[config.mk]
export PLATFORM = sky130hd
export DESIGN_NAME = dlps_ctrl
export DESIGN_NICKNAME = d
export VERILOG_FILES = /design/src/rtl/dlps_pkg.sv /design/src/rtl/dlps_ctrl.sv
export SDC_FILE = /design/constraint.sdc
export NUM_CORES = 1
export LEC_CHECK = 0
export CELL_PAD_IN_SITES_DETAIL_PLACEMENT = 0
export CELL_PAD_IN_SITES_GLOBAL_PLACEMENT = 2
export CORE_AREA = 2 2 39 41
export DETAILED_ROUTE_END_ITERATION = 10
export DIE_AREA = 0 0 41 43
export DONT_BUFFER_PORTS = 1
export PLACE_DENSITY_LB_ADDON = 0.1
export SYNTH_ARGS = -nofsm -noshare
export SYNTH_HDL_FRONTEND = slang
export SYNTH_SLANG_ARGS = --single-unit
export TNS_END_PERCENT = 50
[constraint.sdc]
create_clock -name i_clk -period 4.2 [get_ports i_clk]
set_clock_uncertainty 0.15 [all_clocks]
set_input_delay 0 -clock i_clk [delete_from_list [all_inputs] [get_ports i_clk]]
set_output_delay 0 -clock i_clk [all_outputs]
set_load 0.05 [all_outputs]
[src/rtl/dlps_pkg.sv]
// ----------------------------------------------------------------------------
// Delay-line pitch shifter package
// Shared types, constants and the sine weight table.
// ----------------------------------------------------------------------------
package dlps_pkg;

    localparam logic [15:0] UNITY_RATIO = 16'd4096;
    localparam logic [15:0] RATIO_RESET = 16'd4096;
    localparam logic [11:0] WIN_RESET   = 12'd1056;

    localparam logic [15:0] SINE_Q15 [33] = '{
        16'd0,     16'd1608,  16'd3212,  16'd4808,  16'd6393,  16'd7962,
        16'd9512,  16'd11039, 16'd12540, 16'd14010, 16'd15447, 16'd16846,
        16'd18205, 16'd19520, 16'd20788, 16'd22006, 16'd23170, 16'd24279,
        16'd25330, 16'd26320, 16'd27246, 16'd28106, 16'd28899, 16'd29622,
        16'd30274, 16'd30853, 16'd31357, 16'd31786, 16'd32138, 16'd32413,
        16'd32610, 16'd32729, 16'd32768
    };

    typedef enum logic [7:0] {
        ST_IDLE = 8'b0000_0001,
        ST_TAP  = 8'b0000_0010,
        ST_MUL  = 8'b0000_0100,
        ST_QUOT = 8'b0000_1000,
        ST_MOD  = 8'b0001_0000,
        ST_READ = 8'b0010_0000,
        ST_MAC  = 8'b0100_0000,
        ST_SUM  = 8'b1000_0000
    } t_state;

    typedef struct packed {
        logic accept;
        logic load_out;
    } t_cmd;

    function automatic logic [15:0] sine_at(input logic [7:0] i);
        logic [7:0] k;
        k = (i > 8'd64) ? 8'd64 : i;
        if (k <= 8'd32) begin
            return SINE_Q15[k[5:0]];
        end else begin
            return SINE_Q15[6'(8'd64 - k)];
        end
    endfunction

endpackage

[src/rtl/dlps_ctrl.sv]
// ----------------------------------------------------------------------------
// Pitch shifter controller
// Sequences one word through the datapath and owns both handshakes.
// ----------------------------------------------------------------------------
module dlps_ctrl (
    input  logic           i_clk,
    input  logic           i_rst_n,
    input  logic           i_in_valid,
    output logic           o_in_ready,
    output logic           o_out_valid,
    input  logic           i_out_ready,
    input  logic           i_busy,
    output dlps_pkg::t_cmd o_cmd
);

    dlps_pkg::t_state r_state, n_state;
    logic             r_out_valid, n_out_valid;
    logic             ready;
    logic             load;

    assign ready = (r_state == dlps_pkg::ST_IDLE) && !i_busy;
    assign load  = (r_state == dlps_pkg::ST_SUM) && (!r_out_valid || i_out_ready);

    always_comb begin
        n_state = r_state;
        unique case (r_state)
            dlps_pkg::ST_IDLE: begin
                if (ready && i_in_valid) n_state = dlps_pkg::ST_TAP;
            end
            dlps_pkg::ST_TAP:  n_state = dlps_pkg::ST_MUL;
            dlps_pkg::ST_MUL:  n_state = dlps_pkg::ST_QUOT;
            dlps_pkg::ST_QUOT: n_state = dlps_pkg::ST_MOD;
            dlps_pkg::ST_MOD:  n_state = dlps_pkg::ST_READ;
            dlps_pkg::ST_READ: n_state = dlps_pkg::ST_MAC;
            dlps_pkg::ST_MAC:  n_state = dlps_pkg::ST_SUM;
            dlps_pkg::ST_SUM: begin
                if (load) n_state = dlps_pkg::ST_IDLE;
            end
            default: n_state = dlps_pkg::ST_IDLE;
        endcase
        n_out_valid = load ? 1'b1 : (i_out_ready ? 1'b0 : r_out_valid);
    end

    always_ff @(posedge i_clk) begin
        if (!i_rst_n) begin
            r_state     <= dlps_pkg::ST_IDLE;
            r_out_valid <= 1'b0;
        end else begin
            r_state     <= n_state;
            r_out_valid <= n_out_valid;
        end
    end

    assign o_in_ready      = ready;
    assign o_out_valid     = r_out_valid;
    assign o_cmd.accept    = ready && i_in_valid;
    assign o_cmd.load_out  = load;

    a_no_accept_busy: assert property (@(posedge i_clk) disable iff (!i_rst_n)
        i_busy |-> !o_in_ready) else $error("word accepted during divide");
    a_accept_starts: assert property (@(posedge i_clk) disable iff (!i_rst_n)
        o_cmd.accept |=> (r_state == dlps_pkg::ST_TAP)) else $error("sequence not started");
    a_load_valid: assert property (@(posedge i_clk) disable iff (!i_rst_n)
        o_cmd.load_out |=> o_out_valid) else $error("result lost");
    a_one_word: assert property (@(posedge i_clk) disable iff (!i_rst_n)
        (r_state != dlps_pkg::ST_IDLE) |-> !o_in_ready) else $error("overlap");

endmodule

==> results.md, run 1 <==
* Hold Path Class: in2reg
* CP Data Required Time at ~4200 ps
* First-pass GRT wire length at about 1400 um
* Synthesized instance count at between 50 and 60
* Crit. End Element: register
* EDFF count, synth at 0
* Diode count at 0
* Startpoint Class: register
* Clk slew on worst S/H paths at 60 ps
* Post-Route WL at 933 um
* Final hold slack at 44.6 ps
* Worst min-delay path startpoint: i_out_ready
* Post-DP HPWL at about 670 um
* CP top delay family: buffers and inverters
* Skew-Pair Late Insertion Delay at 250 ps
* Post-Synth Adder-Cell Area at 0%
* Min cycle time layout at 2090 ps
* RR Startpoint: r_state[4]
* GRT met1 Usage at 15.0%
* Setup TNS at 0 ps
* I/O Pins at 9
* Area contributors post-synth: dfxtp_1, nor2_1, nor4_4
* # H-tree levels at 1
* Final count of hold timing violations at 0
* R2r endpoint: r_state[0]
* Worst Reg-to-Reg Cells at 5
* Most used flip-flop cell after synthesis: dfxtp_1
* Post-synth ARST share at 0%
* Post-Syn Nets at 56
* Synth Area in Simple Gates at about 41%
* Die Y-Extent at 43 um
* Total GRT Usage at 12.3%
* Largest family of logic cells by synthesized area: simple AND/OR/NAND/NOR gates
* Post-synth top area cell: dfxtp_1
* Synthesized area at 453 sq um
* Gpl congestion at 0.688
* DR DRC count at 0
* Die area at about 0.0018 sq mm
* Core Footprint at 0.00138 sq mm
* YS warnings at 0
* Die X at 41 um
* Endpoints failing setup at 0
* CTS Buffer Depth at 2
* Compound-Gate Fraction of Synth Area at approximately a tenth
* Buf+Inv Stages, Crit Path at 1
* Initial drt markers at 11
* Vias per inst at a little over 5
* Syn_area_per_cell at 8.88 sq um
* Fmax at 479 MHz
* Total power draw at 0.168 mW
* Routed Antenna Nets at 0
* Yosys cell types at 25
* Final non-filler cell area at about 530 sq um
* Met3 Use GR at 3.14%
* Worst VDD drop at 0.119 mV
* TritonCTS Buffers at 3
* Top cell type's share of synthesized area at 39.8%
* Most used routing layer: met2
* Pin count of the biggest net entering global routing at 9
* Synth top cells by count: dfxtp_1, nor2_1, a21oi_1, nand2b_1, nor4_1
* Area Growth Syn to Fin at 17.1%
* Post-Synth XOR/XNOR Area at 3.87%
* Sequential-to-total area share from yosys stat at 39.8%
* Leak at 0.198 nW
* Seq cells post-synth at 9
* Wirelength per Cell at about 13 um
* Unrepaired setup endpoints after global routing: false
* Cell count after placement at 65
* TritonCTS clock tree: built
* Layout Cells excl Fill at 74
* Crit share post-route at 49.7%
* Grt total ovfl at 0
* Multiplexer share of the synthesized area at 0%
* Crit-path slowest cell: dlygate4sd3_1
* Slew Limit Headroom at 40.1%
* Worst slew pin tran at 895 ps
* Share of cells above drive strength 1 at about 12%
* Cell area power density at roughly 320 mW/mm^2
* Final-report max-slew violation count at 0
* Worst Hold Depth at 3
* Number of global-route vias before repair at around 360
* Standard-cell rows at 14
* Clock tree sinks at 9
* CTS root buf: clkbuf_4
* Count leader, synth: dfxtp_1
* Nets at 64
* WP data arrival at around 2100 ps
* Initial DRT Pass Iterations at 4
* CTS resizes at 0
* Crit-path max FO at 7
* Outcome: complete, no violations
* Worst Setup Path Type: reg2reg
* Met2 Usage GRT at 18.1%
* Max Cap Viol at 0
* CP Cell Sequence: nor4_4 > nand4_1 > dlygate4sd3_1 > o22ai_1 > a21oi_1
* Vias post-DR at 379
* Port Buffers at 0
* WHS Endpoint: r_state[7]
* R2r setup slk at about 2100 ps
* Slowest stage delay, CP at 600 ps
* Initial antenna violation count at 0
* Cell Area, Placed at roughly 450 sq um
* Starting Density at 32.7%
-- worst register-to-register path, cell delays in order, from the launching register on --
cell and delay [ps]:
dfxtp_1 400, nor4_4 410, nand4_1 160, dlygate4sd3_1 600, o22ai_1 180, a21oi_1 60
-- timing repair --
item	4_1_cts	5_1_grt
endpoints found under the hold margin	7	0
setup endpoints to repair	0	0
hold buffers	5	0
setup buffers	0	0
-- kinds of logic after synthesis --
kind of cell / Yosys count
XOR/XNOR: 2
buffers and inverters: 4
flip-flops: 9
AND/OR/NAND/NOR: 29
AO/OA/AOI/OAI: 7
-- sequential cells by signal (all words and copies together), names as in the netlist --
name and cells:
r_state 8, o_out_valid 1
-- cells in the final DEF, fill, tap and decap left out, drive strengths merged --
cell type | netlist | layout
a211oi | 1 | 1
a21oi | 3 | 3
and2b | 2 | 2
and3 | 2 | 2
clkbuf | 0 | 4
dfxtp | 9 | 9
dlygate4sd3 | 0 | 5
inv | 2 | 2
nand2 | 2 | 2
nand2b | 3 | 3
nand3 | 1 | 1
nand4 | 2 | 2
nor2 | 7 | 7
nor2b | 1 | 1
nor3 | 1 | 1
nor3b | 2 | 2
nor4 | 5 | 5
o21ai | 2 | 2
o22ai | 1 | 1
or4 | 1 | 1
xnor2 | 2 | 2
-- final cells by class --
cell class                 count  area [sq um]
multi-input combinational     38           246
timing repair buffer           5          50.0
tap                           16          20.0
sequential                     9           180
clock buffer                   4          26.3
inverter                       2          7.51
fill                         147           853
-- routing by layer --
metal / wire, um / up-vias
met3: 47 / 2
li1: - / 196
met5: 0 / -
met1: 433 / 170
met2: 439 / 11
met4: 13 / 0
-- worst max-delay path by stage --
stage                           start    endpoint  slack [ps]  depth (start not counted)
after global routing       r_state[4]  r_state[0]        2050                          5
after floorplan           o_out_valid  r_state[0]        2800                          4
after detailed placement   r_state[7]    o_cmd[0]        2460                          3
after CTS                  r_state[4]  r_state[0]        2130                          5
after global placement     r_state[7]    o_cmd[0]        2510                          3
final                      r_state[4]  r_state[0]        2110                          5
-- through the flow --
step                utilization (%)  setup WS (ps)
CTS                            38.3           2130
finish                         38.3           2110
floorplan                         -           2800
global route                   38.3           2050
detailed placement             32.8           2460
global placement               32.8           2510
-- power breakdown --
group          switching [mW]  leakage [nW]  internal [mW]  total, mW
logic                 0.00911         0.110        0.00528     0.0144
registers             0.00130        0.0728         0.0863     0.0876
clock network          0.0295        0.0150         0.0366     0.0661
No activity file was read; power rests on OpenSTA's default activity.
==> inputs of run 2 (changes only) <==
- CORE_AREA: 2 2 39 41 -> unset
- CORE_UTILIZATION: unset -> 33
- DIE_AREA: 0 0 41 43 -> unset
- clock period: 4.2 -> 2.1 ns (I/O delays scaled with it)
==> run 2 against run 1 <==
  * Clock power up 100%
  * Flip-flop and latch count is the same
  * Sequential power grew 100%
  * Sequential share of layout area decreased by 1.4 points
  * Critical endpoint unchanged
  * Largest cell class unchanged
==> results.md, run 2 (synthesized netlist as in run 1, its figures left out) <==
* Final hold slack at 37.2 ps (-7.43 ps)
* Area Growth Syn to Fin at 22.1%
* Commonest non-fill, non-tap cell in the layout: dfxtp_1
* Pin count of the biggest net entering global routing at 9 (unchanged)
* Die area at 0.00152 sq mm (-14%)
* Routed Antenna Nets at 0 (unchanged)
* Worst Setup Path Type: reg2reg
* Final-report max-slew violation count at 0 (unchanged)
* Switch share at 23.8% (+0.094 points)
* Switching pwr at 0.0805 mW (+100%)
* Worst Setup SP: r_state[6]
* TritonCTS Buffers at 3 (unchanged)
* Initial antenna violation count at 0 (unchanged)
* DR DRC count at 0 (unchanged)
* Final count of hold timing violations at 0 (unchanged)
* Gpl congestion at 0.784 (+14%)
* Slowest stage delay, CP at 590 ps (about the same)
* Endpoints failing setup at 0 (unchanged)
* # H-tree levels at 1 (unchanged)
* Critical path depth at 5 (unchanged)
* Max FFs per register at 8 (unchanged)
* R2r setup slk at 110 ps (-2000 ps)
* Most flops, register: r_state
* Post-Route WL at 841 um (-9.9%)
* Cell Area, Placed at 467 sq um (+2.8%)
* Total power draw at 0.338 mW (+100%)
* CP Cell Sequence: nor4_4 > nand4_1 > dlygate4sd3_1 > o22ai_1 > a21oi_1
* Skew-Pair Late Insertion Delay at 260 ps (about the same)
* Standard-cell rows at 12 (-2)
* Vias per inst at 5.39 (+5.2%)
* Seq pwr share at 51.9% (-0.2 points)
* CTS Buffer Depth at 2 (unchanged)
* Place WS at 653 ps (-1810 ps)
* Min cycle time layout at 1990 ps (-95.4 ps)
* Starting Density at 38.2% (+5.5 points)
* WP data arrival at 1970 ps (-100 ps)
* Unrepaired setup endpoints after global routing: false
* Clock tree sinks at 9 (unchanged)
* Internal at 0.257 mW (+100%)
* Outcome: complete, no violations
* Crit. End Element: register
* First-pass GRT wire length at 1290 um (-9.7%)
* Die Y-Extent at 39.0 um (-9.2%)
* Crit-path slowest cell: dlygate4sd3_1
* Max Cap Viol at 0 (unchanged)
* Core Footprint at 0.00119 sq mm (-14%)
* Buf+Inv Stages, Crit Path at 1 (unchanged)
* Vias post-DR at 404 (+6.6%)
* Clk network pwr share at 39.4% (about the same)
* Post-CTS setup buffers at 0 (unchanged)
* Hold Path Class: in2reg
* Crit path to: r_state[0]
* Commonest cells after routing, fill and taps aside: dfxtp_1, nor2_1, dlygate4sd3_1
* CTS root buf: clkbuf_4
* Final non-filler cell area at 553 sq um (+4.2%)
* Share of cells above drive strength 1 at 14.8% (+2.7 points)
* Slew Limit Headroom at 66.8% (+27 points)
* Setup ws final at 106 ps (-2000 ps)
* Port Buffers at 0 (unchanged)
* Total GRT Usage at 12.8% (+0.47 points)
* Initial drt markers at 15 (+4)
* CTS resizes at 0 (unchanged)
* CP top delay family: buffers and inverters
* Crit-path max FO at 7 (unchanged)
* Initial DRT Pass Iterations at 4 (unchanged)
* Number of global-route vias before repair at 343 (-4.2%)
* Cell area power density at 611 mW/mm^2 (+93%)
* Fmax at 502 MHz (+4.8%)
* Die X at 39.0 um (-4.8%)
* Crit share post-route at 94.9% (+45 points)
* Worst min-delay path startpoint: i_out_ready
* Worst slew pin tran at 500 ps (-394 ps)
* Worst VDD drop at 0.288 mV (+140%)
* I/O Pins at 9 (unchanged)
* TritonCTS clock tree: built
* Leak at 0.215 nW (+8.8%)
* R2r endpoint: r_state[0]
* Startpoint Class: register
* Diode count at 0 (unchanged)
* Post-DP HPWL at 603 um (-9.6%)
* Clk slew on worst S/H paths at 60 ps (about the same)
* # fillers at 115 (-22%)
* Grt total ovfl at 0 (unchanged)
* Worst Reg-to-Reg Cells at 5 (unchanged)
* CP Data Required Time at 2080 ps (-2100 ps)
* Combinational group share of total power at 8.7% (about the same)
* Nets at 67 (+4.7%)
* Setup TNS at 0 ps (unchanged)
* Wirelength per Cell at 11.2 um (-11%)
* RR Startpoint: r_state[6]
run 2: cell count changes in the layout (fill, tap and decap cells not counted):
cell | previous run | this run
buf_4 | 0 | 2
dlygate4sd3_1 | 5 | 6
run 2: layout make-up:
class                   count  area (sq um)  share of cell area [%]
inverters                   2          7.51                    1.36
flip-flops and latches      9           180                    32.6
clock buffers               4          26.3                    4.75
well taps                  14          17.5                    3.17
repair buffers              8          75.1                    13.6
multi-input cells          38           246                    44.6
run 2: per-stage QoR:
stage,utilization [%],cells
2_1_floorplan,-,51
3_3_place_gp,39.3,65
3_5_place_dp,39.3,65
4_1_cts,46.6,75
5_1_grt,46.6,75
6_report,46.6,75
run 2: worst min path at each step:
| stage | end | depth (start not counted) |
|---|---|---|
| 4_1_cts | r_state[7] | 3 |
| 5_1_grt | r_state[7] | 3 |
| 3_5_place_dp | o_out_valid | 2 |
| 3_3_place_gp | o_out_valid | 2 |
| 6_report | r_state[7] | 3 |
| 2_1_floorplan | r_state[1] | 2 |
run 2: timing repair:
item | CTS | global route
hold endpoints to repair | 8 | 0
endpoints found under the setup margin | 0 | 1
hold buffers | 6 | 0
run 2: worst reg2reg max path, cell delays in order (launching register included):
cell and delay (ps):
dfxtp_1 380, nor4_4 350, nand4_1 180, dlygate4sd3_1 590, o22ai_1 160, a21oi_1 60
run 2: power groups by stage:
stage / combinational, mW / clock (mW) / sequential [mW]
floorplan: 0.0202 / 0 / 0.178
global placement: 0.0218 / 0 / 0.179
detailed placement: 0.0219 / 0 / 0.179
CTS: 0.0291 / 0.138 / 0.175
global route: 0.0310 / 0.145 / 0.175
finish: 0.0293 / 0.133 / 0.175
run 2: per-layer routing:
| layer | global-route usage, % | up-vias | wire length (um) |
|---|---|---|---|
| met5 | 0 | - | 0 |
| met4 | 10.3 | 0 | 7 |
| met3 | 3.47 | 2 | 62 |
| met2 | 17.5 | 16 | 360 |
| met1 | 16.3 | 185 | 411 |
| li1 | - | 201 | - |
==> inputs of run 3 (changes only) <==
--- a/config.mk
+++ b/config.mk
@@ -9,3 +9,3 @@
 export CELL_PAD_IN_SITES_GLOBAL_PLACEMENT = 2
-export CORE_UTILIZATION = 33
+export CORE_UTILIZATION = 23
 export DETAILED_ROUTE_END_ITERATION = 10
==> constraint.sdc (replaced) <==
create_clock -name i_clk -period 2.1 [get_ports i_clk]
set_clock_uncertainty 0.15 [all_clocks]
set_input_delay 0.42 -clock i_clk [delete_from_list [all_inputs] [get_ports i_clk]]
set_output_delay 0.42 -clock i_clk [all_outputs]
set_load 0.05 [all_outputs]
==> run 3 against run 2 <==
  * Routed wire length is 8.7% higher
  * Die area is 41% higher
  * Final area shrank 4.8%
  * Via count decreased by 4.0%
  * Critical endpoint is now o_cmd[1]
  * Cell count grew 8.0%
  * Critical path type is now reg2out
  * Largest cell class unchanged
==> results.md, run 3 (synthesized netlist as in run 1, its figures left out) <==
* Initial antenna violation count at 0 (unchanged)
* Core Footprint at 0.00178 sq mm (+50%)
* Wirelength per Cell at 11.3 um (+0.63%)
* Place WS at 235 ps (-418 ps)
* Initial drt markers at 12 (-3)
* Post-Route WL at 914 um (+8.7%)
* Commonest cells after routing, fill and taps aside: dfxtp_1, nor2_1
* Post-CTS setup buffers at 0 (unchanged)
* Max Cap Viol at 0 (unchanged)
* TritonCTS clock tree: built
* TritonCTS Buffers at 3 (unchanged)
* Crit. End Element: output pin
* Vias per inst at 4.79 (-11%)
* Worst slew pin tran at 324 ps (-176 ps)
* Commonest non-fill, non-tap cell in the layout: dfxtp_1
* Pin count of the biggest net entering global routing at 9 (unchanged)
* Skew-Pair Late Insertion Delay at 260 ps (about the same)
* CTS root buf: clkbuf_4
* Clock tree sinks at 9 (unchanged)
* Slowest stage delay, CP at 400 ps (-190 ps)
* Outcome: complete, no violations
* Hold Path Class: in2reg
* Crit-path slowest cell: dfxtp_1
* Initial DRT Pass Iterations at 4 (unchanged)
* Crit-path max FO at 7 (unchanged)
* Total GRT Usage at 9.72% (-3.1 points)
* Diode count at 0 (unchanged)
* Most flops, register: r_state
* Area Growth Syn to Fin at 16.3%
* Die Y-Extent at 46.4 um (+19%)
* Routed Antenna Nets at 0 (unchanged)
* Slew Limit Headroom at 78.2% (+11 points)
* CP Data Required Time at 1530 ps (-550 ps)
* Final count of hold timing violations at 0 (unchanged)
* Layout Cells excl Fill at 81 (+8.0%)
* Worst Hold Depth at 2 (-1)
* First-pass GRT wire length at 1380 um (+7.0%)
* Post-DP HPWL at 690 um (+14%)
* Hold-fix buffers, CTS at 0 (-6)
* Worst Reg-to-Reg Cells at 4 (-1)
* Number of global-route vias before repair at 308 (-10%)
* CTS Buffer Depth at 2 (unchanged)
* Worst VDD drop at 0.337 mV (+17%)
* Cell area power density at 634 mW/mm^2 (+3.8%)
* CP Cell Sequence: nor4_4 > nand4_1 > inv_4
* Crit share post-route at 97.2% (+2.3 points)
* Cell count after placement at 77 (+18%)
* Setup ws final at 59.0 ps (-47.4 ps)
* Final-report max-slew violation count at 0 (unchanged)
* Gpl congestion at 0.792 (+1.0%)
* Die area at 0.00215 sq mm (+41%)
* Min cycle time layout at 2040 ps (+47.4 ps)
* I/O Pins at 9 (unchanged)
* Max FFs per register at 8 (unchanged)
* Starting Density at 25.4% (-13 points)
* Final non-filler cell area at 527 sq um (-4.8%)
* Nets at 62 (-7.5%)
* Die X at 46.4 um (+19%)
* Worst Setup Path Type: reg2out
* WP data arrival at 1470 ps (-500 ps)
* Endpoints failing setup at 0 (unchanged)
* Port Buffers at 0 (unchanged)
* Startpoint Class: register
* Clk slew on worst S/H paths at 60 ps (about the same)
* Cell Area, Placed at 488 sq um (+4.6%)
* Leak at 0.191 nW (-11%)
* Layout Utilization at 29.5% (-17 points)
* Share of cells above drive strength 1 at 25.0% (+10 points)
* DR DRC count at 0 (unchanged)
* Unrepaired setup endpoints after global routing: true
* Vias post-DR at 388 (-4.0%)
* # H-tree levels at 1 (unchanged)
* Grt total ovfl at 0 (unchanged)
* Standard-cell rows at 15 (+3)
* Setup TNS at 0 ps (unchanged)
* Fmax at 490 MHz (-2.3%)
==> run 3: cell types whose count changed in the layout (fill, tap and decap cells not counted), sizes merged <==
| cell | delta |
|---|---|
| dlygate4sd3 | -6 |
| buf | +1 |
==> run 3: layout make-up <==
class,instances,area [sq um]
clock buffers,4,26.3
fillers,205,1260
inverters,2,10.0
multi-input cells,38,255
flip-flops and latches,9,181
well taps,25,31.3
repair buffers,3,22.5
==> run 3: worst max-delay path, delay by kind of cell (launching register included) <==
kind	cells	cell delay [ps]
AND/OR/NAND/NOR	2	610
buffers and inverters	1	200
flip-flops	1	400
==> run 3: layer usage <==
metal	track usage (%)	vias to the layer above	wire, um
li1	-	193	-
met1	12.7	178	415
met2	11.9	15	414
met3	3.53	2	82
met4	8.82	0	2
met5	0	-	0
==> run 3: what timing repair did <==
action	CTS	global route
pin swaps	0	0
endpoints found under the setup margin	2	2
resized for setup	2	3
==> run 3: path summary, 6_finish.rpt <==
path                             startpoint          end  slack [ps]
worst min-delay path            i_out_ready  o_out_valid         190
worst max-delay path             r_state[4]     o_cmd[1]          60
worst max register to register   r_state[4]   r_state[0]         540
worst min register to register   r_state[7]   r_state[5]         370
==> run 3: where the power goes <==
group          leakage [nW]  switching (mW)  internal, mW
clock network        0.0150          0.0596        0.0732
logic                 0.103          0.0177       0.00816
registers            0.0733         0.00280         0.172
total                 0.191          0.0802         0.254
==> run 3: through the flow <==
| step | hold WS [ps] | power (mW) |
|---|---|---|
| 5_1_grt | 191 | 0.357 |
| 3_3_place_gp | 386 | 0.204 |
| 3_5_place_dp | 395 | 0.203 |
| 4_1_cts | 192 | 0.341 |
| 6_report | 194 | 0.334 |
| 2_1_floorplan | 353 | 0.199 |
