$ cat config.mk
export PLATFORM = sky130hd
export DESIGN_NAME = dlps_div
export DESIGN_NICKNAME = d
export VERILOG_FILES = /design/src/rtl/dlps_div.sv
export SDC_FILE = /design/constraint.sdc
export NUM_CORES = 1
export LEC_CHECK = 0
export BUFFER_PORTS_ARGS = -buffer_cell sky130_fd_sc_hd__buf_2
export CELL_PAD_IN_SITES_DETAIL_PLACEMENT = 2
export CELL_PAD_IN_SITES_GLOBAL_PLACEMENT = 2
export CORE_AREA = 3 3 106 108
export DETAILED_ROUTE_END_ITERATION = 8
export DIE_AREA = 0 0 109 111
export PLACE_DENSITY = 0.82
export SYNTH_ARGS = -nofsm -noshare
export SYNTH_HDL_FRONTEND = slang
export SYNTH_SLANG_ARGS = --single-unit
$ cat constraint.sdc
create_clock -name i_clk -period 5.35 [get_ports i_clk]
set_input_delay 0.8025 -clock i_clk [delete_from_list [all_inputs] [get_ports i_clk]]
set_output_delay 0.8025 -clock i_clk [all_outputs]
set_load 0.005 [all_outputs]
$ cat src/rtl/dlps_div.sv
// ----------------------------------------------------------------------------
// Phase increment divider
// Restoring divider, one quotient bit per cycle.
// ----------------------------------------------------------------------------
module dlps_div (
    input  logic        i_clk,
    input  logic        i_rst_n,
    input  logic        i_start,
    input  logic [29:0] i_numer,
    input  logic [12:0] i_denom,
    output logic        o_busy,
    output logic [23:0] o_quot
);

    logic        r_busy, n_busy;
    logic [4:0]  r_cnt, n_cnt;
    logic [29:0] r_num, n_num;
    logic [29:0] r_quo, n_quo;
    logic [12:0] r_rem, n_rem;
    logic [12:0] r_den, n_den;
    logic [13:0] rem_sh;

    always_comb begin
        n_busy = r_busy;
        n_cnt  = r_cnt;
        n_num  = r_num;
        n_quo  = r_quo;
        n_rem  = r_rem;
        n_den  = r_den;
        rem_sh = {r_rem, r_num[29]};
        if (i_start) begin
            n_busy = 1'b1;
            n_cnt  = 5'd0;
            n_num  = i_numer;
            n_quo  = 30'd0;
            n_rem  = 13'd0;
            n_den  = i_denom;
        end else if (r_busy) begin
            n_num = {r_num[28:0], 1'b0};
            if (rem_sh >= {1'b0, r_den}) begin
                n_rem = 13'(rem_sh - {1'b0, r_den});
                n_quo = {r_quo[28:0], 1'b1};
            end else begin
                n_rem = rem_sh[12:0];
                n_quo = {r_quo[28:0], 1'b0};
            end
            n_cnt = r_cnt + 5'd1;
            if (r_cnt == 5'd29) begin
                n_busy = 1'b0;
            end
        end
    end

    always_ff @(posedge i_clk) begin
        if (!i_rst_n) begin
            r_busy <= 1'b0;
            r_cnt  <= 5'd0;
            r_quo  <= 30'd0;
        end else begin
            r_busy <= n_busy;
            r_cnt  <= n_cnt;
            r_quo  <= n_quo;
        end
        r_num <= n_num;
        r_rem <= n_rem;
        r_den <= n_den;
    end

    assign o_busy = r_busy;
    assign o_quot = r_quo[23:0];

endmodule

==> results.json, run 1 <==
{
  "core.rowCount": 37,
  "global_route.overflow_total": 0,
  "dieArea_um2": 12100,
  "async_flop_share_pct": 0,
  "ir_drop_mv": 0.168,
  "drt_wl_total_um": 10100,
  "syn_nets": 409,
  "area_growth_pct": 15.4,
  "first_global_vias": 3296,
  "fin_crit_ns": 2.69,
  "pwr_density_cell_nw_per_um2": 297,
  "timing.final.ws_setup_ns": 2.66,
  "tritoncts_num_sinks": 86,
  "timing.critical_path.from_type": "flop",
  "cp_common_cell": "sky130_fd_sc_hd__inv_1",
  "antenna_found_initial": 1,
  "critical_path_at_ns": 2.94,
  "ios": 71,
  "power_w": 0.00140,
  "syn-instance-count": 347,
  "synth-seq-cells": 86,
  "worst_slew_pin_slew_ns": 1.14,
  "routed_via_density": 5.16,
  "timing.final.setup_violations": 0,
  "run_status": "finished clean",
  "yosysUniqueCellTypes": 56,
  "cts-htree-levels": 3,
  "max-clock-path-buffers": 2,
  "unrepaired_setup_endpoints_after_global_routing": "no",
  "final_nets": 474,
  "drt-pass1-iter-count": 4,
  "starting_density_of_the_core_pct": 39.6,
  "placement.setup.worst_slack_ns": 2.60,
  "endpoint_kind": "flop",
  "fmax_mhz": 371,
  "dominantRegCellSynth": "sky130_fd_sc_hd__edfxtp_1",
  "maximum_number_of_pins_on_one_net_before_global_route_repair": 57,
  "setup.worst_path.class": "reg -> reg",
  "post_synth_instance_area_um2": 4080,
  "critical_path.slowest_cell": "sky130_fd_sc_hd__a221oi_2",
  "place.detailed.hpwl_um": 7060,
  "insertion_delay_ns": 0.37,
  "drv.max_cap_violation_count": 0,
  "antenna_violating_nets_post_route": 0,
  "yosysWarnings": 0,
  "antenna_cells_inserted": 0,
  "leakage_nw": 1.93,
  "slew_violations": 0,
  "final.period_utilization_pct": 50.4,
  "layout-drive-gt1-share_pct": 30.7,
  "area_of_the_placeable_core_um2": 10300,
  "class_of_the_tightest_hold_or_removal_check": "reg -> reg",
  "detail_route.iter0.violations": 74,
  "via_count": 2855,
  "avgSynthCellArea_um2": 11.8,
  "final-hold-violation-count": 0,
  "grt_pass1_wl_um": 17100,
  "wl_per_cell_um": 18.4,
  "io_buffers": 70,
  "cts_made_buffers": 9,
  "timing.max_slew.rel_slack_pct": 24.2,
  "path_cells": "inv_1 -> ha_1 -> inv_1 -> fa_1 -> a21o_1 -> a221oi_2 -> nor2_1 -> o41ai_1 -> xor2_1 -> o211ai_1",
  "clk_pin_slew_ns": 0.09,
  "synth_enable_flop_cells": 43,
  "drt_drc_violations_left": 0,
  "cp_slowest_stage_delay_ns": 0.49,
  "fp.dieH_um": 111,
  "final.setup_skew_ns": 0.00767,
  "die-width_um": 109,
  "final_core_utilization_pct": 45.7,
  "critPathRequiredTime_ns": 5.60,
  "seq_area_frac_synth_pct": 52.7,
  "post_cts_setup_bufs": 0,
  "gp_routability_congestion": 0.740,
  "tns_ns": 0,
  "hold_ws_ns": 0.512,
  "grt.total_usage_pct": 18.3,
  "ctsHoldBuffers": 0,
  "cts_tree": "done",
  "resize_count_post_cts": 0,
  "critPathMaxFanout": 5,
  "cts_root_buffer": "sky130_fd_sc_hd__clkbuf_8"
}
-- cell usage after synthesis, types with 2 or more instances --
| master | count | area share, % |
|---|---|---|
| sky130_fd_sc_hd__nand2_1 | 17 | 1.6 |
| sky130_fd_sc_hd__nand4_1 | 4 | 0.61 |
| sky130_fd_sc_hd__xor2_1 | 8 | 1.7 |
| sky130_fd_sc_hd__ha_1 | 15 | 4.6 |
| sky130_fd_sc_hd__xnor2_1 | 4 | 0.86 |
| sky130_fd_sc_hd__a21o_1 | 4 | 0.74 |
| sky130_fd_sc_hd__inv_1 | 18 | 1.7 |
| sky130_fd_sc_hd__o21ai_0 | 5 | 0.61 |
| sky130_fd_sc_hd__nor2b_1 | 3 | 0.46 |
| sky130_fd_sc_hd__mux2_2 | 29 | 8.0 |
| sky130_fd_sc_hd__a21boi_0 | 2 | 0.37 |
| sky130_fd_sc_hd__a21oi_1 | 7 | 0.86 |
| sky130_fd_sc_hd__o21ai_1 | 2 | 0.25 |
| sky130_fd_sc_hd__nor3b_1 | 3 | 0.55 |
| sky130_fd_sc_hd__dfxtp_1 | 43 | 21 |
| sky130_fd_sc_hd__and3_1 | 2 | 0.31 |
| sky130_fd_sc_hd__a311oi_1 | 2 | 0.43 |
| sky130_fd_sc_hd__buf_1 | 2 | 0.18 |
| sky130_fd_sc_hd__a21oi_2 | 3 | 0.64 |
| sky130_fd_sc_hd__clkbuf_1 | 9 | 0.83 |
| sky130_fd_sc_hd__mux2i_1 | 32 | 7.8 |
| sky130_fd_sc_hd__o211ai_1 | 2 | 0.37 |
| sky130_fd_sc_hd__buf_4 | 2 | 0.37 |
| sky130_fd_sc_hd__buf_2 | 2 | 0.25 |
| sky130_fd_sc_hd__edfxtp_1 | 43 | 32 |
| sky130_fd_sc_hd__nand3_1 | 3 | 0.37 |
| sky130_fd_sc_hd__nor2_1 | 42 | 3.9 |
| sky130_fd_sc_hd__nand2b_1 | 3 | 0.46 |
| sky130_fd_sc_hd__o31a_1 | 2 | 0.43 |
| sky130_fd_sc_hd__a211oi_1 | 8 | 1.5 |
-- per-layer routing --
| layer | up-vias | track usage (%) | share of wire (%) | wire length (µm) |
|---|---|---|---|---|
| met2 | 48 | 30.9 | 52 | 5240 |
| li1 | 1379 | - | - | - |
| met4 | 2 | 7.58 | 2.1 | 210 |
| met3 | 15 | 4.83 | 4.6 | 465 |
| met5 | - | 0 | 0.13 | 13 |
| met1 | 1411 | 21.7 | 42 | 4220 |
-- worst max-delay path, delay by kind of cell, from the launching register on --
family          cells  cell delay (ns)
compound gates      4             1.17
xor+xnor            1             0.20
flops               1             0.37
simple gates        1             0.09
fa+ha+maj           2             0.59
buf+inv             2             0.16
-- cells by family after synthesis --
kind of cell	synth area share (%)
simple gates	9.90
mux	16.2
compound gates	9.50
buf+inv	4.04
fa+ha+maj	5.09
xor+xnor	2.57
flops	52.7
-- per-stage QoR --
step                      cells  area [µm²]
after global routing        553        4710
after floorplan             347        4080
after CTS                   553        4710
final                       553        4710
after global placement      537        4520
after detailed placement    537        4520
-- path summary, 6_finish.rpt --
check / start / slack [ns] / end / cells past startpoint
min reg2reg: r_rem[6]$_SDFFE_PP0P_ / 0.51 / r_rem[6]$_SDFFE_PP0P_ / 2
max reg2reg: r_num[29]$_DFFE_PP_ / 2.66 / r_rem[12]$_SDFFE_PP0P_ / 10
min: r_rem[6]$_SDFFE_PP0P_ / 0.51 / r_rem[6]$_SDFFE_PP0P_ / 2
max: r_num[29]$_DFFE_PP_ / 2.66 / r_rem[12]$_SDFFE_PP0P_ / 10
-- placed cells by master (no fill, tap or decap), types with 3 or more instances in the layout --
cell type | netlist | routed
sky130_fd_sc_hd__nor2_1 | 42 | 42
sky130_fd_sc_hd__nand3_1 | 3 | 3
sky130_fd_sc_hd__clkbuf_8 | 0 | 9
sky130_fd_sc_hd__edfxtp_1 | 43 | 43
sky130_fd_sc_hd__nand2_1 | 17 | 17
sky130_fd_sc_hd__ha_1 | 15 | 15
sky130_fd_sc_hd__a211oi_1 | 8 | 8
sky130_fd_sc_hd__nand2b_1 | 3 | 3
sky130_fd_sc_hd__nor2b_1 | 3 | 3
sky130_fd_sc_hd__xnor2_1 | 4 | 4
sky130_fd_sc_hd__xor2_1 | 8 | 8
sky130_fd_sc_hd__buf_2 | 2 | 70
sky130_fd_sc_hd__a21o_1 | 4 | 4
sky130_fd_sc_hd__nor3b_1 | 3 | 3
sky130_fd_sc_hd__a21oi_2 | 3 | 3
sky130_fd_sc_hd__mux2_2 | 29 | 29
sky130_fd_sc_hd__nand4_1 | 4 | 4
sky130_fd_sc_hd__a21oi_1 | 7 | 7
sky130_fd_sc_hd__o21ai_0 | 5 | 5
sky130_fd_sc_hd__inv_1 | 18 | 18
sky130_fd_sc_hd__mux2i_1 | 32 | 32
sky130_fd_sc_hd__dfxtp_1 | 43 | 42
-- sequential cells by signal, summed over array words and instances (netlist names) --
| signal | cells |
|---|---|
| r_cnt | 5 |
| r_quo | 24 |
| r_den | 13 |
| r_num | 30 |
| r_rem | 13 |
| o_busy | 1 |
-- layout make-up --
cell class                      instances  area (µm²)
Sequential cell                        86        2150
Tap cell                              136         170
Multi-Input combinational cell        225        1770
Inverter                               18        67.6
Clock buffer                           11         153
Clock inverter                          5        38.8
Timing Repair Buffer                   72         365
Fill cell                            1090        5610
-- power breakdown --
part	internal [W]	leakage, nW	total, W	switching [W]
logic	0.0000843	1.05	0.000189	0.000105
registers	0.000736	0.778	0.000751	0.0000153
clock network	0.000202	0.100	0.000461	0.000258
total	0.00102	1.93	0.00140	0.000379
No activity file was read; power rests on OpenSTA's default activity.
==> inputs of run 2 (changes only) <==
==> config.mk (replaced) <==
export PLATFORM = sky130hd
export DESIGN_NAME = dlps_div
export DESIGN_NICKNAME = d
export VERILOG_FILES = /design/src/rtl/dlps_div.sv
export SDC_FILE = /design/constraint.sdc
export NUM_CORES = 1
export LEC_CHECK = 0
export ABC_AREA = 1
export BUFFER_PORTS_ARGS = -buffer_cell sky130_fd_sc_hd__buf_2
export CELL_PAD_IN_SITES_DETAIL_PLACEMENT = 2
export CELL_PAD_IN_SITES_GLOBAL_PLACEMENT = 2
export CORE_AREA = 3 3 118 120
export DETAILED_ROUTE_END_ITERATION = 8
export DIE_AREA = 0 0 121 123
export PLACE_DENSITY = 0.77
export SYNTH_ARGS = -nofsm -noshare
export SYNTH_HDL_FRONTEND = slang
export SYNTH_SLANG_ARGS = --single-unit
==> constraint.sdc (replaced) <==
create_clock -name i_clk -period 2.7 [get_ports i_clk]
set_input_delay 0.405 -clock i_clk [delete_from_list [all_inputs] [get_ports i_clk]]
set_output_delay 0.405 -clock i_clk [all_outputs]
set_load 0.005 [all_outputs]
==> results.json, run 2 <==
{
  "antenna_found_initial": 0,
  "fmax_mhz": 452,
  "slew_violations": 0,
  "routed_via_density": 4.64,
  "cts_tree": "done",
  "yosysUniqueCellTypes": 33,
  "biggestRegsByFlops": "r_num: 30 flops, r_quo: 24 flops",
  "hold_depth": 1,
  "resize_count_post_cts": 0,
  "area_of_the_placeable_core_um2": 13100,
  "fp.dieH_um": 123,
  "r2r_cells": 11,
  "final.period_utilization_pct": 82.0,
  "timing.critical_path.from_type": "flop",
  "drt-pass1-iter-count": 4,
  "synth-xor-area-share_pct": 0.623,
  "class_of_the_tightest_hold_or_removal_check": "in -> reg",
  "fin_crit_ns": 2.21,
  "core.rowCount": 42,
  "most_used_cells_in_the_layout_excluding_fill_and_tap_cells": "sky130_fd_sc_hd__nand2_1, sky130_fd_sc_hd__buf_2, sky130_fd_sc_hd__inv_1",
  "critPathMaxFanout": 18,
  "max-clock-path-buffers": 2,
  "ios": 71,
  "cts-htree-levels": 3,
  "yosysWarnings": 0,
  "gp_routability_congestion": 0.789,
  "area_growth_pct": 19.8,
  "drt_wl_total_um": 11900,
  "starting_density_of_the_core_pct": 32.2,
  "post_cts_setup_bufs": 0,
  "post_synth_mux_area_share_pct": 0,
  "drt_drc_violations_left": 0,
  "min_to": "r_den[6]$_DFFE_PP_",
  "worst_slew_pin_slew_ns": 1.00,
  "avgSynthCellArea_um2": 7.93,
  "critical_path_at_ns": 2.46,
  "antenna_violating_nets_post_route": 0,
  "combinational_family_with_the_most_area_after_synthesis": "simple AND/OR/NAND/NOR gates",
  "first_global_vias": 4082,
  "drv.max_cap_violation_count": 0,
  "grt.total_usage_pct": 17.1,
  "synth.area.top_cells": "sky130_fd_sc_hd__edfxtp_1, sky130_fd_sc_hd__dfxtp_1, sky130_fd_sc_hd__nand2_1",
  "timing.max_slew.rel_slack_pct": 33.0,
  "place.detailed.hpwl_um": 8580,
  "maximum_number_of_pins_on_one_net_before_global_route_repair": 39,
  "min_from": "i_denom[6]",
  "final.setup_skew_ns": 0.00805,
  "die-width_um": 121,
  "final-hold-violation-count": 0,
  "critPathRequiredTime_ns": 2.95,
  "synth_top_area_cell": "sky130_fd_sc_hd__edfxtp_1",
  "async_flop_share_pct": 0,
  "timing.rr.start": "r_num[29]$_DFFE_PP_",
  "synthDominantCellAreaShare_pct": 30.6,
  "tritoncts_num_sinks": 86,
  "ff2ff_setup_slack_ns": 0.49,
  "setup.worst_path.class": "reg -> reg",
  "reg2reg_to": "r_rem[11]$_SDFFE_PP0P_",
  "timing.final.setup_violations": 0,
  "top_register": "r_num",
  "via_count": 3632,
  "endpoint_kind": "flop",
  "critical_path.slowest_cell": "sky130_fd_sc_hd__fa_1",
  "wl_per_cell_um": 15.2,
  "layout-drive-gt1-share_pct": 17.5,
  "synth-compound-area-share_pct": 6.55,
  "path_delay_family": "simple AND/OR/NAND/NOR gates",
  "io_buffers": 70,
  "final_nets": 663,
  "ir_drop_mv": 0.283,
  "netlist_top_cells_count": "sky130_fd_sc_hd__nand2_1, sky130_fd_sc_hd__inv_1, sky130_fd_sc_hd__dfxtp_1, sky130_fd_sc_hd__edfxtp_1, sky130_fd_sc_hd__nand3_1",
  "leakage_nw": 2.47,
  "grt_pass1_wl_um": 19900,
  "clk_pin_slew_ns": 0.07,
  "cts_root_buffer": "sky130_fd_sc_hd__clkbuf_16",
  "path_cells": "inv_1 -> ha_1 -> inv_1 -> fa_1 -> nand3_1 -> nand3_2 -> nand2_2 -> nand3_4 -> or2_2 -> nand3_1 -> nand2_1",
  "run_status": "finished clean",
  "dominantRegCellSynth": "sky130_fd_sc_hd__edfxtp_1",
  "final_common_cell": "sky130_fd_sc_hd__nand2_1",
  "post_synth_and_or_nand_nor_area_fraction_pct": 29.3,
  "tns_ns": 0,
  "global_route.overflow_total": 0,
  "largest_reg_flops": 30,
  "synth-seq-cells": 86,
  "cp_slowest_stage_delay_ns": 0.45,
  "most_used_standard_cell_by_instance_count_after_synthesis": "sky130_fd_sc_hd__nand2_1",
  "dieArea_um2": 14900,
  "ctsHoldBuffers": 0,
  "post_synth_instance_area_um2": 4220,
  "critical_path.n_buffers_inverters": 2,
  "synth_fa_ha_area_share_pct": 4.92,
  "syn-instance-count": 532,
  "pwr_density_cell_nw_per_um2": 616,
  "seq_area_frac_synth_pct": 51.0,
  "synth_enable_flop_cells": 43,
  "syn_nets": 594,
  "detail_route.iter0.violations": 145,
  "final_core_utilization_pct": 38.6,
  "cts_made_buffers": 9,
  "unrepaired_setup_endpoints_after_global_routing": "no",
  "antenna_cells_inserted": 0,
  "insertion_delay_ns": 0.35
}
==> run 2: changes by cell type in the layout (fill, tap and decap cells not counted), moves of 9 or more <==
cell | previous run | this run
sky130_fd_sc_hd__nand3_1 | 3 | 31
sky130_fd_sc_hd__mux2_2 | 29 | 0
sky130_fd_sc_hd__nand2_1 | 17 | 221
sky130_fd_sc_hd__clkbuf_8 | 9 | 0
sky130_fd_sc_hd__nor2_1 | 42 | 24
sky130_fd_sc_hd__inv_1 | 18 | 63
sky130_fd_sc_hd__a21oi_1 | 7 | 29
sky130_fd_sc_hd__mux2i_1 | 32 | 0
==> run 2: final cells by class <==
cell class	count	area (µm²)
Fill cell	1529	8030
Sequential cell	86	2150
Multi-Input combinational cell	366	1750
Timing Repair Buffer	75	388
Inverter	63	236
Clock buffer	10	229
Tap cell	176	220
Clock inverter	6	83.8
==> run 2: how the worst max path moves through the flow <==
stage / startpoint / endpoint / slack, ns / cells after the start
finish: r_num[29]$_DFFE_PP_ / r_rem[11]$_SDFFE_PP0P_ / 0.49 / 11
CTS: r_num[29]$_DFFE_PP_ / r_rem[11]$_SDFFE_PP0P_ / 0.46 / 11
floorplan: r_num[29]$_DFFE_PP_ / r_rem[11]$_SDFFE_PP0P_ / 0.80 / 11
detailed placement: r_num[29]$_DFFE_PP_ / r_rem[11]$_SDFFE_PP0P_ / 0.45 / 11
global route: r_num[29]$_DFFE_PP_ / r_rem[10]$_SDFFE_PP0P_ / 0.28 / 12
global placement: r_num[29]$_DFFE_PP_ / r_rem[11]$_SDFFE_PP0P_ / 0.55 / 11
==> run 2: power by group <==
group / switching, W / internal (W)
clock: 0.000532 / 0.000810
sequential: 0.0000267 / 0.00145
combinational: 0.000193 / 0.0000999
total: 0.000752 / 0.00236
==> run 2: worst register-to-register path: stages (launching register included) <==
cell	delay, ns
sky130_fd_sc_hd__edfxtp_1	0.36
sky130_fd_sc_hd__inv_1	0.09
sky130_fd_sc_hd__ha_1	0.15
sky130_fd_sc_hd__inv_1	0.06
sky130_fd_sc_hd__fa_1	0.45
sky130_fd_sc_hd__nand3_1	0.13
sky130_fd_sc_hd__nand3_2	0.09
sky130_fd_sc_hd__nand2_2	0.09
sky130_fd_sc_hd__nand3_4	0.23
sky130_fd_sc_hd__or2_2	0.36
sky130_fd_sc_hd__nand3_1	0.07
sky130_fd_sc_hd__nand2_1	0.05
==> run 2: cell families after synthesis <==
| kind of cell | Yosys count |
|---|---|
| simple gates | 298 |
| flops | 86 |
| fa+ha+maj | 16 |
| buf+inv | 80 |
| xor+xnor | 3 |
| compound gates | 49 |
==> run 2: per-layer routing <==
layer  part of all wire [%]  up-vias  track usage (%)
met5                      0        -                0
li1                       -     1830                -
met3                    3.3       10             4.25
met1                     44     1747             20.4
met2                     51       45             30.1
met4                    1.2        0             5.74
==> run 2: stage by stage <==
stage	power (W)	std cells	setup slack, ns	instance area (µm²)	hold WS (ns)
global placement	0.00179	766	0.548	4740	0.442
floorplan	0.00169	532	0.805	4220	0.422
global route	0.00327	782	0.277	5060	0.211
detailed placement	0.00181	766	0.451	4740	0.457
finish	0.00312	782	0.487	5060	0.229
CTS	0.00317	782	0.456	5060	0.213
==> inputs of run 3 (changes only) <==
==> constraint.sdc (replaced) <==
create_clock -name i_clk -period 2.15 [get_ports i_clk]
set_input_delay 0.3225 -clock i_clk [delete_from_list [all_inputs] [get_ports i_clk]]
set_output_delay 0.3225 -clock i_clk [all_outputs]
set_load 0.005 [all_outputs]
==> results.json, run 3 (same netlist as run 2, synthesis figures left out) <==
{
  "run_status": "finished clean",
  "critPathMaxFanout": 7,
  "timing.critical_path.from_type": "flop",
  "fin_crit_ns": 2.04,
  "antenna_found_initial": 0,
  "fp.dieH_um": 123,
  "r2r_cells": 11,
  "layout-drive-gt1-share_pct": 20.2,
  "multi_input_comb_area_um2": 1790,
  "hold_depth": 1,
  "detail_route.iter0.violations": 127,
  "grt_pass1_wl_um": 20000,
  "final.setup_skew_ns": 0.00777,
  "critical_path_at_ns": 2.27,
  "routed_via_density": 4.70,
  "worst_slew_pin_slew_ns": 0.886,
  "antenna_cells_inserted": 0,
  "tritoncts_num_sinks": 86,
  "first_global_vias": 4031,
  "critPathRequiredTime_ns": 2.38,
  "min_from": "i_denom[7]",
  "pwr_density_cell_nw_per_um2": 735,
  "unrepaired_setup_endpoints_after_global_routing": "yes",
  "cts_tree": "done",
  "leakage_nw": 2.53,
  "ios": 71,
  "most_used_cells_in_the_layout_excluding_fill_and_tap_cells": "sky130_fd_sc_hd__nand2_1, sky130_fd_sc_hd__buf_2, sky130_fd_sc_hd__inv_1",
  "insertion_delay_ns": 0.35,
  "wl_per_cell_um": 16.0,
  "cts-htree-levels": 3,
  "timing.rr.start": "r_num[29]$_DFFE_PP_",
  "nFillCells": 1539,
  "ctsHoldBuffers": 0,
  "grt.total_usage_pct": 17.2,
  "launching_instance_or_port_of_the_critical_path": "r_num[29]$_DFFE_PP_",
  "antenna_violating_nets_post_route": 0,
  "via_count": 3718,
  "placement.setup.worst_slack_ns": -0.0481,
  "top_register": "r_num",
  "dieArea_um2": 14900,
  "place.detailed.hpwl_um": 9000,
  "setup.worst_path.class": "reg -> reg",
  "biggestRegsByFlops": "r_num: 30 flops, r_quo: 24 flops",
  "drt-pass1-iter-count": 4,
  "slew_violations": 0,
  "timing.final.ws_setup_ns": 0.113,
  "tns_ns": 0,
  "final.period_utilization_pct": 94.7,
  "final_nets": 673,
  "die-width_um": 121,
  "maximum_number_of_pins_on_one_net_before_global_route_repair": 42,
  "final-hold-violation-count": 0,
  "max-clock-path-buffers": 2,
  "ir_drop_mv": 0.381,
  "final_common_cell": "sky130_fd_sc_hd__nand2_1",
  "core.rowCount": 42,
  "starting_density_of_the_core_pct": 32.2,
  "timing.max_slew.rel_slack_pct": 40.9,
  "endpoint_kind": "flop",
  "largest_reg_flops": 30,
  "cts_root_buffer": "sky130_fd_sc_hd__clkbuf_16",
  "timing.final.setup_violations": 0,
  "area_of_the_placeable_core_um2": 13100,
  "drv.max_cap_violation_count": 0,
  "gp_routability_congestion": 0.805,
  "global_route.overflow_total": 0,
  "drt_drc_violations_left": 0,
  "regArea_um2": 2150,
  "area_growth_pct": 21.8,
  "io_buffers": 70,
  "clk_pin_slew_ns": 0.06,
  "fmax_mhz": 491,
  "cts_made_buffers": 9,
  "class_of_the_tightest_hold_or_removal_check": "in -> reg",
  "drt_wl_total_um": 12600,
  "hold_ws_ns": 0.148
}
==> run 3: cell count changes in the layout (fill, tap and decap cells not counted), sizes merged <==
| cell | change |
|---|---|
| buf | +9 |
| bufinv | -1 |
| nand3 | +1 |
| inv | -2 |
| clkbuf | +1 |
| clkinv | +1 |
==> run 3: critical path, stage by stage (launching register included) <==
cell	delay (ns)
sky130_fd_sc_hd__edfxtp_1	0.40
sky130_fd_sc_hd__inv_2	0.08
sky130_fd_sc_hd__ha_2	0.17
sky130_fd_sc_hd__inv_2	0.05
sky130_fd_sc_hd__fa_2	0.38
sky130_fd_sc_hd__nand3_2	0.09
sky130_fd_sc_hd__nand3_2	0.10
sky130_fd_sc_hd__nand2_4	0.10
sky130_fd_sc_hd__nand3_4	0.12
sky130_fd_sc_hd__buf_6	0.17
sky130_fd_sc_hd__o211ai_1	0.19
sky130_fd_sc_hd__nand2_1	0.07
==> run 3: area by class of cell <==
cell class                 count  share of cell area, %
sequential                    86                   41.9
timing repair buffer          84                   8.94
clock buffer                  11                   4.53
inverter                      63                   4.60
clock inverter                 4                  0.950
tap                          176                   4.29
multi-input combinational    367                   34.8
==> run 3: metal layers <==
layer / routed length, µm / global-route usage [%] / vias up
met4: 142 / 5.52 / 0
met2: 6660 / 31.2 / 49
li1: - / - / 1847
met5: 0 / 0 / -
met3: 433 / 3.71 / 12
met1: 5380 / 20.2 / 1810
==> run 3: path summary, 6_finish.rpt <==
path         slack (ns)                      to
min reg2reg        0.46  r_rem[12]$_SDFFE_PP0P_
max                0.11   r_rem[4]$_SDFFE_PP0P_
min                0.15      r_den[7]$_DFFE_PP_
max reg2reg        0.11   r_rem[4]$_SDFFE_PP0P_
==> run 3: metrics by stage <==
stage | instances | instance area [µm²] | util [%] | total power, W
2_1_floorplan | 532 | 4220 | - | 0.00212
6_report | 791 | 5140 | 39.3 | 0.00378
4_1_cts | 785 | 5060 | 38.7 | 0.00383
3_3_place_gp | 770 | 4770 | 36.5 | 0.00225
3_5_place_dp | 770 | 4770 | 36.5 | 0.00228
5_1_grt | 791 | 5140 | 39.3 | 0.00396
==> run 3: power breakdown <==
| part | switching (W) | internal [W] | total, W | leakage, nW |
|---|---|---|---|---|
| Combinational | 0.000256 | 0.000135 | 0.000391 | 1.61 |
| Sequential | 0.0000316 | 0.00183 | 0.00186 | 0.783 |
| Clock | 0.000637 | 0.000893 | 0.00153 | 0.139 |
==> run 3: timing repair <==
action                                 4_1_cts  5_1_grt
gates resized for setup                      2       10
setup endpoints to repair                    5       10
pin swaps                                    0        3
gates cloned                                 0        1
setup buffers                                0        5
endpoints found under the hold margin        0        0
